### src/rtl/lpks_pkg.sv
`timescale 1ns / 1ps
`default_nettype none

package lpks_pkg;

   localparam int TABLE_SIZE_DEF = 64;
   localparam int NUM_BANKS_DEF  = 4;
   localparam int KEY_W          = 16;
   localparam int SLOT_W         = 6;

   // operation codes; code 3 is treated as a lookup
   localparam logic [1:0] FUNC_INSERT = 2'd0;
   localparam logic [1:0] FUNC_REMOVE = 2'd1;
   localparam logic [1:0] FUNC_LOOKUP = 2'd2;

   localparam logic [1:0] STATUS_OK      = 2'd0;
   localparam logic [1:0] STATUS_FULL    = 2'd1;
   localparam logic [1:0] STATUS_MISSING = 2'd2;

   typedef struct packed {
      logic [1:0]       func;
      logic [1:0]       bank;
      logic [KEY_W-1:0] key;
   } req_type;

   typedef struct packed {
      logic [1:0]        status;
      logic [SLOT_W-1:0] slot;
   } rsp_type;

   typedef struct packed {
      logic             valid;
      logic [KEY_W-1:0] key;
   } entry_type;

   typedef enum logic [2:0] {
      ST_CLEAR,
      ST_IDLE,
      ST_HASH,
      ST_PROBE,
      ST_DONE
   } state_type;

endpackage

`default_nettype wire

### src/rtl/lpks_mem.sv
`timescale 1ns / 1ps
`default_nettype none

// slot table: one write port, one read port, registered read data
module lpks_mem #(
   parameter int DEPTH = lpks_pkg::TABLE_SIZE_DEF * lpks_pkg::NUM_BANKS_DEF
) (
   input  wire logic                      clock,
   input  wire logic                      wr_en,
   input  wire logic [$clog2(DEPTH)-1:0]  wr_addr,
   input  wire lpks_pkg::entry_type       wr_data,
   input  wire logic [$clog2(DEPTH)-1:0]  rd_addr,
   output      lpks_pkg::entry_type       rd_data
);
   import lpks_pkg::*;

   entry_type mem [DEPTH];

   always_ff @(posedge clock) begin
      if (wr_en) begin
         mem[wr_addr] <= wr_data;
      end
      rd_data <= mem[rd_addr];
   end

endmodule

`default_nettype wire

### src/rtl/lpks_hash.sv
`timescale 1ns / 1ps
`default_nettype none

// key mod TABLE_SIZE by reciprocal multiplication: quotient estimate,
// back-multiply and subtract, then one compare and subtract
module lpks_hash #(
   parameter int TABLE_SIZE = lpks_pkg::TABLE_SIZE_DEF
) (
   input  wire logic                           clock,
   input  wire logic                           reset,
   input  wire logic                           start,
   input  wire logic [lpks_pkg::KEY_W-1:0]     key,
   output      logic                           done,
   output      logic [$clog2(TABLE_SIZE)-1:0]  home
);
   import lpks_pkg::*;

   localparam int IDX_W  = $clog2(TABLE_SIZE);
   localparam int REM_W  = IDX_W + 1;
   localparam int PROD_W = 2 * KEY_W;
   // floor(2^KEY_W / TABLE_SIZE); the quotient estimate is short by at most one
   localparam logic [KEY_W-1:0]  RECIP_C = KEY_W'((1 << KEY_W) / TABLE_SIZE);
   localparam logic [PROD_W-1:0] TS_P    = PROD_W'(TABLE_SIZE);
   localparam logic [REM_W-1:0]  TS_C    = REM_W'(TABLE_SIZE);

   logic              mul_vld_ff, mul_vld_in;
   logic              sub_vld_ff, sub_vld_in;
   logic              done_ff, done_in;
   logic [KEY_W-1:0]  key_ff, key_in;
   logic [PROD_W-1:0] prod_ff, prod_in;
   logic [REM_W-1:0]  rem_ff, rem_in;
   logic [IDX_W-1:0]  home_ff, home_in;
   logic [PROD_W-1:0] back_prod;
   logic [PROD_W-1:0] diff;
   logic [REM_W-1:0]  rem_fix;

   always_comb begin
      mul_vld_in = start;
      sub_vld_in = mul_vld_ff;
      done_in    = sub_vld_ff;
      key_in     = key_ff;
      prod_in    = prod_ff;
      rem_in     = rem_ff;
      home_in    = home_ff;
      // remainder estimate lies in [0, 2*TABLE_SIZE)
      back_prod  = PROD_W'(prod_ff[PROD_W-1:KEY_W]) * TS_P;
      diff       = PROD_W'(key_ff) - back_prod;
      rem_fix    = (rem_ff >= TS_C) ? rem_ff - TS_C : rem_ff;
      if (start) begin
         key_in  = key;
         prod_in = PROD_W'(key) * PROD_W'(RECIP_C);
      end
      if (mul_vld_ff) begin
         rem_in = diff[REM_W-1:0];
      end
      if (sub_vld_ff) begin
         home_in = rem_fix[IDX_W-1:0];
      end
   end

   always_ff @(posedge clock) begin
      if (reset) begin
         mul_vld_ff <= 1'b0;
         sub_vld_ff <= 1'b0;
         done_ff    <= 1'b0;
      end else begin
         mul_vld_ff <= mul_vld_in;
         sub_vld_ff <= sub_vld_in;
         done_ff    <= done_in;
      end
      key_ff  <= key_in;
      prod_ff <= prod_in;
      rem_ff  <= rem_in;
      home_ff <= home_in;
   end

   assign done = done_ff;
   assign home = home_ff;

endmodule

`default_nettype wire

### src/rtl/linear_probe_key_set.sv
`timescale 1ns / 1ps
`default_nettype none

// Flow: a req accepted in ST_IDLE waits in ST_HASH for the key reduction; ST_PROBE then
//   checks one slot per cycle through the single read port of the slot table, and
//   ST_DONE loads the rsp register; a new req is taken only once the last is done, and
//   a word left waiting on rsp_ready holds the next result in ST_DONE.
// Reset: synchronous; afterwards a clearing pass over all NUM_BANKS*TABLE_SIZE entries
//   (256 at defaults) zeroes every valid mark; req_ready stays low meanwhile.
module linear_probe_key_set #(
   parameter int TABLE_SIZE = lpks_pkg::TABLE_SIZE_DEF,
   parameter int NUM_BANKS  = lpks_pkg::NUM_BANKS_DEF
) (
   input  wire logic              clock,
   input  wire logic              reset,
   input  wire logic              req_valid,
   output      logic              req_ready,
   input  wire lpks_pkg::req_type req,
   output      logic              rsp_valid,
   input  wire logic              rsp_ready,
   output      lpks_pkg::rsp_type rsp
);
   import lpks_pkg::*;

   localparam int DEPTH  = TABLE_SIZE * NUM_BANKS;
   localparam int IDX_W  = $clog2(TABLE_SIZE);
   localparam int ADDR_W = $clog2(DEPTH);
   localparam logic [IDX_W-1:0]  LAST_SLOT = IDX_W'(TABLE_SIZE - 1);
   localparam logic [ADDR_W-1:0] LAST_ADDR = ADDR_W'(DEPTH - 1);

   state_type         state_ff, state_in;
   req_type           req_ff, req_in;
   logic [ADDR_W-1:0] base_ff, base_in;        // bank * TABLE_SIZE
   logic [IDX_W-1:0]  probe_slot_ff, probe_slot_in;  // slot being read
   logic [IDX_W-1:0]  chk_slot_ff, chk_slot_in;      // slot whose data is back
   logic [IDX_W-1:0]  chk_idx_ff, chk_idx_in;        // probe distance of chk slot
   logic              chk_vld_ff, chk_vld_in;
   logic [ADDR_W-1:0] clr_ff, clr_in;
   rsp_type           res_ff, res_in;
   rsp_type           rsp_ff, rsp_in;
   logic              rsp_valid_ff, rsp_valid_in;

   logic [1:0]        bank_mod;
   logic              hash_start;
   logic              hash_done;
   logic [IDX_W-1:0]  hash_home;

   logic              wr_en;
   logic [ADDR_W-1:0] wr_addr;
   entry_type         wr_data;
   logic [ADDR_W-1:0] rd_addr;
   entry_type         rd_data;

   logic              is_insert;
   logic              is_remove;
   logic              entry_free;
   logic              entry_match;
   logic              probe_last;

   // bank wraps modulo NUM_BANKS; a 2-bit bank needs at most one subtract
   always_comb begin
      if (NUM_BANKS == 1) begin
         bank_mod = 2'd0;
      end else if (32'(req.bank) >= NUM_BANKS) begin
         bank_mod = req.bank - 2'(NUM_BANKS);
      end else begin
         bank_mod = req.bank;
      end
   end

   assign is_insert   = (req_ff.func == FUNC_INSERT);
   assign is_remove   = (req_ff.func == FUNC_REMOVE);
   assign entry_free  = !rd_data.valid;
   assign entry_match = rd_data.valid && (rd_data.key == req_ff.key);
   assign probe_last  = (chk_idx_ff == LAST_SLOT);

   always_comb begin
      state_in      = state_ff;
      req_in        = req_ff;
      base_in       = base_ff;
      probe_slot_in = probe_slot_ff;
      chk_slot_in   = chk_slot_ff;
      chk_idx_in    = chk_idx_ff;
      chk_vld_in    = chk_vld_ff;
      clr_in        = clr_ff;
      res_in        = res_ff;
      rsp_in        = rsp_ff;
      rsp_valid_in  = rsp_valid_ff && !rsp_ready;
      req_ready     = 1'b0;
      hash_start    = 1'b0;
      wr_en         = 1'b0;
      wr_addr       = ADDR_W'(chk_slot_ff) + base_ff;
      wr_data       = '{valid: 1'b1, key: req_ff.key};
      rd_addr       = ADDR_W'(probe_slot_ff) + base_ff;

      case (state_ff)
         ST_CLEAR: begin
            wr_en   = 1'b1;
            wr_addr = clr_ff;
            wr_data = '0;
            clr_in  = clr_ff + 1'b1;
            if (clr_ff == LAST_ADDR) begin
               state_in = ST_IDLE;
            end
         end
         ST_IDLE: begin
            req_ready = 1'b1;
            if (req_valid) begin
               req_in     = req;
               base_in    = ADDR_W'(32'(bank_mod) * TABLE_SIZE);
               hash_start = 1'b1;
               state_in   = ST_HASH;
            end
         end
         ST_HASH: begin
            if (hash_done) begin
               probe_slot_in = hash_home;
               chk_idx_in    = '0;
               chk_vld_in    = 1'b0;
               state_in      = ST_PROBE;
            end
         end
         ST_PROBE: begin
            // read the next slot every cycle, wrapping within the bank; reads after the deciding slot are dropped
            probe_slot_in = (probe_slot_ff == LAST_SLOT) ? '0 : probe_slot_ff + 1'b1;
            chk_slot_in   = probe_slot_ff;
            chk_vld_in    = 1'b1;
            if (chk_vld_ff) begin
               chk_idx_in = chk_idx_ff + 1'b1;
               if (is_insert) begin
                  if (entry_free) begin
                     wr_en    = 1'b1;
                     res_in   = '{status: STATUS_OK, slot: SLOT_W'(chk_slot_ff)};
                     state_in = ST_DONE;
                  end else if (probe_last) begin
                     res_in   = '{status: STATUS_FULL, slot: '0};
                     state_in = ST_DONE;
                  end
               end else begin
                  if (entry_free) begin
                     res_in   = '{status: STATUS_MISSING, slot: '0};
                     state_in = ST_DONE;
                  end else if (entry_match) begin
                     wr_en    = is_remove;
                     wr_data  = '{valid: 1'b0, key: req_ff.key};
                     res_in   = '{status: STATUS_OK, slot: SLOT_W'(chk_slot_ff)};
                     state_in = ST_DONE;
                  end else if (probe_last) begin
                     res_in   = '{status: STATUS_MISSING, slot: '0};
                     state_in = ST_DONE;
                  end
               end
            end
         end
         ST_DONE: begin
            // wait for the output register to be free
            if (!rsp_valid_ff || rsp_ready) begin
               rsp_in       = res_ff;
               rsp_valid_in = 1'b1;
               state_in     = ST_IDLE;
            end
         end
         default: begin
            state_in = ST_IDLE;
         end
      endcase
   end

   always_ff @(posedge clock) begin
      if (reset) begin
         state_ff     <= ST_CLEAR;
         clr_ff       <= '0;
         chk_vld_ff   <= 1'b0;
         rsp_valid_ff <= 1'b0;
      end else begin
         state_ff     <= state_in;
         clr_ff       <= clr_in;
         chk_vld_ff   <= chk_vld_in;
         rsp_valid_ff <= rsp_valid_in;
      end
      req_ff        <= req_in;
      base_ff       <= base_in;
      probe_slot_ff <= probe_slot_in;
      chk_slot_ff   <= chk_slot_in;
      chk_idx_ff    <= chk_idx_in;
      res_ff        <= res_in;
      rsp_ff        <= rsp_in;
   end

   assign rsp_valid = rsp_valid_ff;
   assign rsp       = rsp_ff;

   lpks_hash #(
      .TABLE_SIZE(TABLE_SIZE)
   ) u_hash (
      .clock(clock),
      .reset(reset),
      .start(hash_start),
      .key  (req.key),
      .done (hash_done),
      .home (hash_home)
   );

   // the only write lands as the item finishes; the next item reads
   // no sooner than the key reduction allows, so no forwarding is needed
   lpks_mem #(
      .DEPTH(DEPTH)
   ) u_mem (
      .clock  (clock),
      .wr_en  (wr_en),
      .wr_addr(wr_addr),
      .wr_data(wr_data),
      .rd_addr(rd_addr),
      .rd_data(rd_data)
   );

endmodule

`default_nettype wire

### config.mk
export PLATFORM = sky130hd
export DESIGN_NAME = linear_probe_key_set
export DESIGN_NICKNAME = d
export VERILOG_FILES = /design/src/rtl/lpks_pkg.sv /design/src/rtl/lpks_mem.sv /design/src/rtl/lpks_hash.sv /design/src/rtl/linear_probe_key_set.sv
export SDC_FILE = /design/constraint.sdc
export NUM_CORES = 2
export LEC_CHECK = 0
export BUFFER_PORTS_ARGS = -buffer_cell sky130_fd_sc_hd__buf_4
export CAP_MARGIN = 20
export CORE_ASPECT_RATIO = 1.2
export CORE_MARGIN = 5
export CORE_UTILIZATION = 23
export DETAILED_ROUTE_END_ITERATION = 10
export GPL_TIMING_DRIVEN = 0
export PLACE_DENSITY = 0.42
export SYNTH_ARGS = -nofsm -noshare
export SYNTH_HDL_FRONTEND = slang
export SYNTH_MEMORY_MAX_BITS = 65536
export SYNTH_SLANG_ARGS = --single-unit
### constraint.sdc
create_clock -name clock -period 10.45 [get_ports clock]
set_input_delay 2.09 -clock clock [delete_from_list [all_inputs] [get_ports clock]]
set_output_delay 2.09 -clock clock [all_outputs]
set_load 0.03 [all_outputs]
### Yosys cells after proc, flatten, opt, wreduce, memory -nomap -nowiden

Memory sizes are Yosys's and may differ from the RTL's. A register that Yosys moved wholly into a read port is not among the register bits.
Index checks and enable logic that the tools add are counted.

* register bits: 90
* bits in writable memories: 4352
* input port bits: 24
* output and inout port bits: 10
* logic and storage cells: 104
* memories kept: 1

Memory list
* u_mem.mem: words 256, width 17, read ports 1, clocked after Yosys merged registers in 1, write ports 1, line lpks_mem.sv:17 `entry_type mem [DEPTH];`

* add/sub/neg operators: 7
* order comparisons: 1
* equal/unequal tests: 16
* muxes and demuxes: 45
* reduce and logical (&&, ||, !) cells: 14

Operator list (count)
* $mux W17: 4
* $mux W8: 7
* $pmux W17 S2: 1
* $mux W3: 10
* $mux W6: 5
* $pmux W6 S2: 2
* $add A6 B8 Y8: 2
* $eq A16 B16 Y1: 1
* $pmux W3 S5: 1
* $mux W1: 13
* $add A6 B1 Y6 const B: 2
* $eq A6 B6 Y1 const B: 2
* $add A8 B1 Y8 const B: 1
* $eq A8 B8 Y1 const B: 1
* $ne A2 B2 Y1 const B: 4
* $ge A7 B7 Y1 const B: 1
* $sub A7 B7 Y7: 1
* $eq A3 B2 Y1 const B: 2
* $ne A3 B3 Y1 const B: 2
* $reduce_and A2 Y1: 3
* $sub A6 B1 Y6 const B: 1
* $reduce_and A5 Y1: 1
* $pmux W1 S2: 2
* $reduce_and A4 Y1: 1
* 11 further kinds: 13

### Depth between registers and ports, before layout

* depth in word-level cells: 9
* mapped depth: 12
* gate-level depth less buffers: 7

### Modules after synthesis

A second synthesis with hierarchy kept.

* cell total of the unflattened synthesis: 8076
* area total of the unflattened synthesis: 173397.6 sq um

By module, submodules not included
* lpks_mem: times used 1, cells an instance 7797, area each 169704.0 sq um
* linear_probe_key_set: times used 1, cells an instance 255, area each 3074.2 sq um
* lpks_hash: times used 1, cells an instance 24, area each 619.3 sq um

### Worst setup path before layout

No wires, ideal clock.

* path kind: register to register
* start: reg state_ff[2]
* end: mem u_mem.mem[0][10] (netlist name) (data pin)
* arrival time: 7418 ps
* data required time: 8993 ps
* slack: 1575 ps
* cell stages (with the launch flop): 7
* cell sequence: dfxtp_1 -> clkbuf_1 -> nor3_2 -> buf_2 -> buf_2 -> clkbuf_1 -> nor2b_1

RTL lines
* start, declared: line linear_probe_key_set.sv:31 `state_type state_ff, state_in;`
* start signal, assigned: line linear_probe_key_set.sv:176 `state_ff <= state_in;`
* end, declared: line lpks_mem.sv:17

### Final worst setup path

* start: reg probe_slot_ff[1]
* end: reg u_mem.rd_data[6] (netlist name)

* cells in the longest elaborated chain, start to end: 1

Ends and longest elaborated chain
* start, declared: line linear_probe_key_set.sv:34 `logic [IDX_W-1:0] probe_slot_ff, probe_slot_in;`
* start signal, assigned: line linear_probe_key_set.sv:183 `probe_slot_ff <= probe_slot_in;`
* $add A6 B8 Y8: line linear_probe_key_set.sv:94 `rd_addr = ADDR_W'(probe_slot_ff) + base_ff;`

Every way passes these cells.
A chain may end at the register's enable or synchronous reset.

==> results.ini <==
[outcome]
result_of_the_run = finished clean

[placed_design]
routabilityCongestion = 0.9791
detailed_place_hpwl_mm = 520.7
placed_cell_area_um2 = 197500
port_buffers = 33

[min_path]
min_delay_worst_endpoint = u_hash.home[0]
min-delay-start = u_hash.rem_ff[0]
holdCritPathClass = reg2reg
whs_path_depth = 0

[die]
die_width_um = 801.7
rows = 349
dieHeight_um = 960.1
initial_core_util = 0.2303
fp.coreArea_um2 = 751100
die-area_um2 = 769700
num_io_pins = 34

[worst_setup_path]
data_required_time_of_the_critical_path_ps = 11290
cp-end-kind = flip-flop
critical_path_class = reg2reg
critical_path.cell_chain = buf_4 > buf_2 > buf_2 > buf_2 > buf_2 > mux4_2 > nor3_1 > nor3_1 > nand4_1 > nor3_1
startpoint_type = flip-flop
crit_path_max_fanout = 10
ff2ff_path_depth = 10
crit_path_frequent_cell = sky130_fd_sc_hd__buf_2
rr_startpoint = probe_slot_ff[1]
regToRegSetupSlack_ps = 3800
critPathMaxStageDelay_ps = 1110
cp_data_arrival_time_ps = 7490
critical_path.slowest_cell = sky130_fd_sc_hd__nor3_1
timing.rr.end = u_mem.rd_data[6]

[layout]
fillCellCount = 73960
multi_input_logic_area_um2 = 38110
area_growth_syn_to_layout_pct = 23.00
nets = 9414
final_design_area_no_fill_um2 = 212800
final_layout_size_suffix_gt1_frac = 0.3202
layout.area.seq_um2 = 133300

[route]
met3RoutedLength_mm = 46.76
drt-vias-per-instance = 4.765
drc = 0
ant_nets = 0
routedWlPerCell_um = 34.64
routed_wl_mm = 686.8
highest-signal-layer = met5
vias = 94490
drt_iter0_markers = 11570
wl_met2_mm = 337.3
detailedRoute.firstPassIterationCount = 5
wl_met1_mm = 254.6

[grt]
track_usage = 0.1724
grt_max_degree = 57
initial_antenna_violation_count = 48
grt_pass1_vias = 95320
grt_pass1_wl_mm = 900.1
grt.overflow.total = 0

[clocking]
clock_tree.buffer_depth = 4
cts_resized = 0
insertion_delay_ps = 1100
clkTransAtPathRegs_ps = 60
number_of_buffers_inserted_during_clock_tree_synthesis = 469
ctsHoldBuffers = 0
cts.sink_count = 4451
clock_root_buffer_master = sky130_fd_sc_hd__clkbuf_16
clock_tree_from_tritoncts = built
cts_setup_buffers = 0
clock_tree.htree_level_count = 5

[sta]
setup_tns_ps = 0
max_clock_freq_mhz = 150.4
finalClockSkew_ps = 74.18
rsz0062_at_grt = false
final_hold_viol_count = 0
min_period_over_period = 0.6364
drv_slew = 0
post_layout_min_period_ps = 6651
setup_viol_count_final = 0
slew-limit-headroom = 0.1108
timing_worst_slew_pin_value_ps = 1334

[logic_synthesis]
synth_adder_area_share = 0.0002170
synthesis.area_per_instance_um2 = 21.76
post_synth_inst_count = 7950
synth.top_cells.by_area = sky130_fd_sc_hd__edfxtp_1 77%, sky130_fd_sc_hd__mux4_2 12%, sky130_fd_sc_hd__mux2i_1 3.3%, sky130_fd_sc_hd__o221ai_1 0.97%, sky130_fd_sc_hd__nor4_1 0.77%
synth_xor_xnor_area_share = 0.001468
synth_area_leader_cell = sky130_fd_sc_hd__edfxtp_1
synth_register_bits = 4451
synth.area.mux_share = 0.1571
synth-simple-area-share = 0.02345
synth-compound-area-share = 0.02820
top_cell_type_s_share_of_synthesized_area = 0.7669
count_of_flip_flops_with_a_built_in_enable_after_synthesis = 4418
ys_async_sr_fraction = 0
syn-num-nets = 7977
synth_sequential_area_ratio = 0.7707
yosys.cell_types.count = 70
total_standard_cell_area_after_synthesis_um2 = 173000
dominant_combinational_cell_family_by_area_after_synthesis = multiplexers
synthesis.yosys.warnings = 0
synth_ff_type = sky130_fd_sc_hd__edfxtp_1

[pwr]
powerDensity_nw_per_um2 = 230.8
power.ir.vdd_worst_v = 0.0003193
leakagePower_nw = 67.57

[flow_run]
timing.max_cap.violations = 0

power breakdown:
part           internal (mW)  switching, mW  leakage (nW)
Sequential              22.9         0.0852          40.9
Combinational           2.22           7.41          19.4
Clock                   9.28           7.26          7.33
Total                   34.4           14.8          67.6
cells by family (layout without fill, tap and decap cells):
| kind of cell | Yosys count | after routing |
|---|---|---|
| xor+xnor | 29 | 29 |
| buf+inv | 537 | 2371 |
| flops | 4451 | 4451 |
| other cells | 0 | 40 |
| fa+ha+maj | 3 | 3 |
| mux | 1524 | 1524 |
| compound gates | 662 | 662 |
| simple gates | 744 | 744 |
Yosys cell counts (3+ instances only):
cell,instances
sky130_fd_sc_hd__a22oi_1,35
sky130_fd_sc_hd__nand2_1,103
sky130_fd_sc_hd__buf_4,33
sky130_fd_sc_hd__o22ai_1,135
sky130_fd_sc_hd__buf_8,33
sky130_fd_sc_hd__nor4_1,214
sky130_fd_sc_hd__xor2_1,21
sky130_fd_sc_hd__or3_1,19
sky130_fd_sc_hd__and2_1,5
sky130_fd_sc_hd__mux4_2,952
sky130_fd_sc_hd__a21oi_1,102
sky130_fd_sc_hd__mux2i_1,567
sky130_fd_sc_hd__edfxtp_1,4418
sky130_fd_sc_hd__buf_12,20
sky130_fd_sc_hd__and3_1,19
sky130_fd_sc_hd__ha_1,3
sky130_fd_sc_hd__or2_2,3
sky130_fd_sc_hd__a22o_1,25
sky130_fd_sc_hd__o221ai_1,191
sky130_fd_sc_hd__a221oi_1,6
sky130_fd_sc_hd__nand4_1,21
sky130_fd_sc_hd__mux2_2,5
sky130_fd_sc_hd__nand2b_1,36
sky130_fd_sc_hd__clkbuf_1,255
sky130_fd_sc_hd__nor2_1,40
sky130_fd_sc_hd__o311a_1,14
sky130_fd_sc_hd__a21boi_0,12
sky130_fd_sc_hd__nand3b_1,4
sky130_fd_sc_hd__inv_1,11
sky130_fd_sc_hd__nor3_1,192
sky130_fd_sc_hd__dfxtp_1,33
sky130_fd_sc_hd__a31oi_1,11
sky130_fd_sc_hd__buf_1,49
sky130_fd_sc_hd__xnor2_1,8
sky130_fd_sc_hd__nor3b_1,5
sky130_fd_sc_hd__buf_6,43
sky130_fd_sc_hd__o21ai_0,19
sky130_fd_sc_hd__o31ai_1,23
sky130_fd_sc_hd__nor2b_1,32
sky130_fd_sc_hd__buf_2,90
sky130_fd_sc_hd__o32ai_1,15
sky130_fd_sc_hd__a211oi_1,49
sky130_fd_sc_hd__nand3_1,43
registers in the layout, summed over array words and instances (netlist names):
signal,flops
rsp,8
u_mem.rd_data,17
u_mem.mem,4352
chk_idx_ff,6
u_hash.mul_vld_ff,1
u_hash.done_in,1
u_hash.rem_ff,6
chk_vld_ff,1
res_ff,8
probe_slot_ff,6
u_hash.home,6
clr_ff,8
chk_slot_ff,6
req_ff,18
base_ff,2
rsp_valid,1
state_ff,3
u_hash.done,1
critical path: cells and delay by family (launching register included):
| kind | cells | cell delay (ps) |
|---|---|---|
| and+or+nand+nor | 4 | 2680 |
| muxes | 1 | 310 |
| DFF | 1 | 670 |
| buffers and inverters | 5 | 2710 |
cells in the final DEF (no fill, tap or decap), types with 44 or more instances in the layout:
cell | netlist | layout
sky130_fd_sc_hd__buf_8 | 33 | 91
sky130_fd_sc_hd__clkinv_2 | 0 | 95
sky130_fd_sc_hd__buf_2 | 90 | 97
sky130_fd_sc_hd__clkbuf_1 | 255 | 325
sky130_fd_sc_hd__nor4_1 | 214 | 51
sky130_fd_sc_hd__mux2i_1 | 567 | 567
sky130_fd_sc_hd__buf_6 | 43 | 250
sky130_fd_sc_hd__o22ai_1 | 135 | 135
sky130_fd_sc_hd__a211oi_1 | 49 | 49
sky130_fd_sc_hd__nor3_2 | 1 | 97
sky130_fd_sc_hd__nor4_2 | 2 | 165
sky130_fd_sc_hd__buf_12 | 20 | 124
sky130_fd_sc_hd__mux4_2 | 952 | 952
sky130_fd_sc_hd__buf_4 | 33 | 597
sky130_fd_sc_hd__nand2_1 | 103 | 103
sky130_fd_sc_hd__a21oi_1 | 102 | 100
sky130_fd_sc_hd__edfxtp_1 | 4418 | 4418
sky130_fd_sc_hd__o221ai_1 | 191 | 191
sky130_fd_sc_hd__clkbuf_16 | 0 | 469
sky130_fd_sc_hd__clkinv_1 | 1 | 125
sky130_fd_sc_hd__nor3_1 | 192 | 96
sky130_fd_sc_hd__buf_1 | 49 | 44
through the flow:
stage	setup slack [ps]	hold slack, ps	util	std cells	power (mW)
final	3799	419.5	0.2833	19830	49.12
after global routing	3949	421.4	0.2832	19810	50.30
after floorplan	1575	400.3	-	7950	27.41
after detailed placement	3909	408.0	0.2630	18910	32.79
after global placement	-11660	415.9	0.2473	17990	31.10
after CTS	3858	417.3	0.2831	19780	49.26
worst max path at each step:
stage / startpoint / to / depth (start not counted)
floorplan: state_ff[2] / u_mem.mem[0][10] / 6
global placement: state_ff[2] / u_mem.mem[6][7] / 6
detailed placement: probe_slot_ff[1] / u_mem.rd_data[4] / 11
CTS: probe_slot_ff[1] / u_mem.rd_data[6] / 10
global route: probe_slot_ff[1] / u_mem.rd_data[6] / 10
finish: probe_slot_ff[1] / u_mem.rd_data[6] / 10
routing by layer:
layer / vias up / GRT usage
met3: 1264 / 0.03301
met2: 4635 / 0.2935
met4: 18 / 0.09994
met1: 51560 / 0.2032
met5: - / 0
li1: 37010 / -
cell type report:
type                       instances  area share
buffer                           523     0.01527
sequential                      4451      0.6266
clock inverter                   308     0.01394
antenna                           40   0.0004704
timing repair buffer             966     0.04869
tap                            10000     0.05882
clock buffer                     560     0.05690
multi-input combinational       2962      0.1791
inverter                          14   0.0002470
No activity file was read; power rests on OpenSTA's default activity.
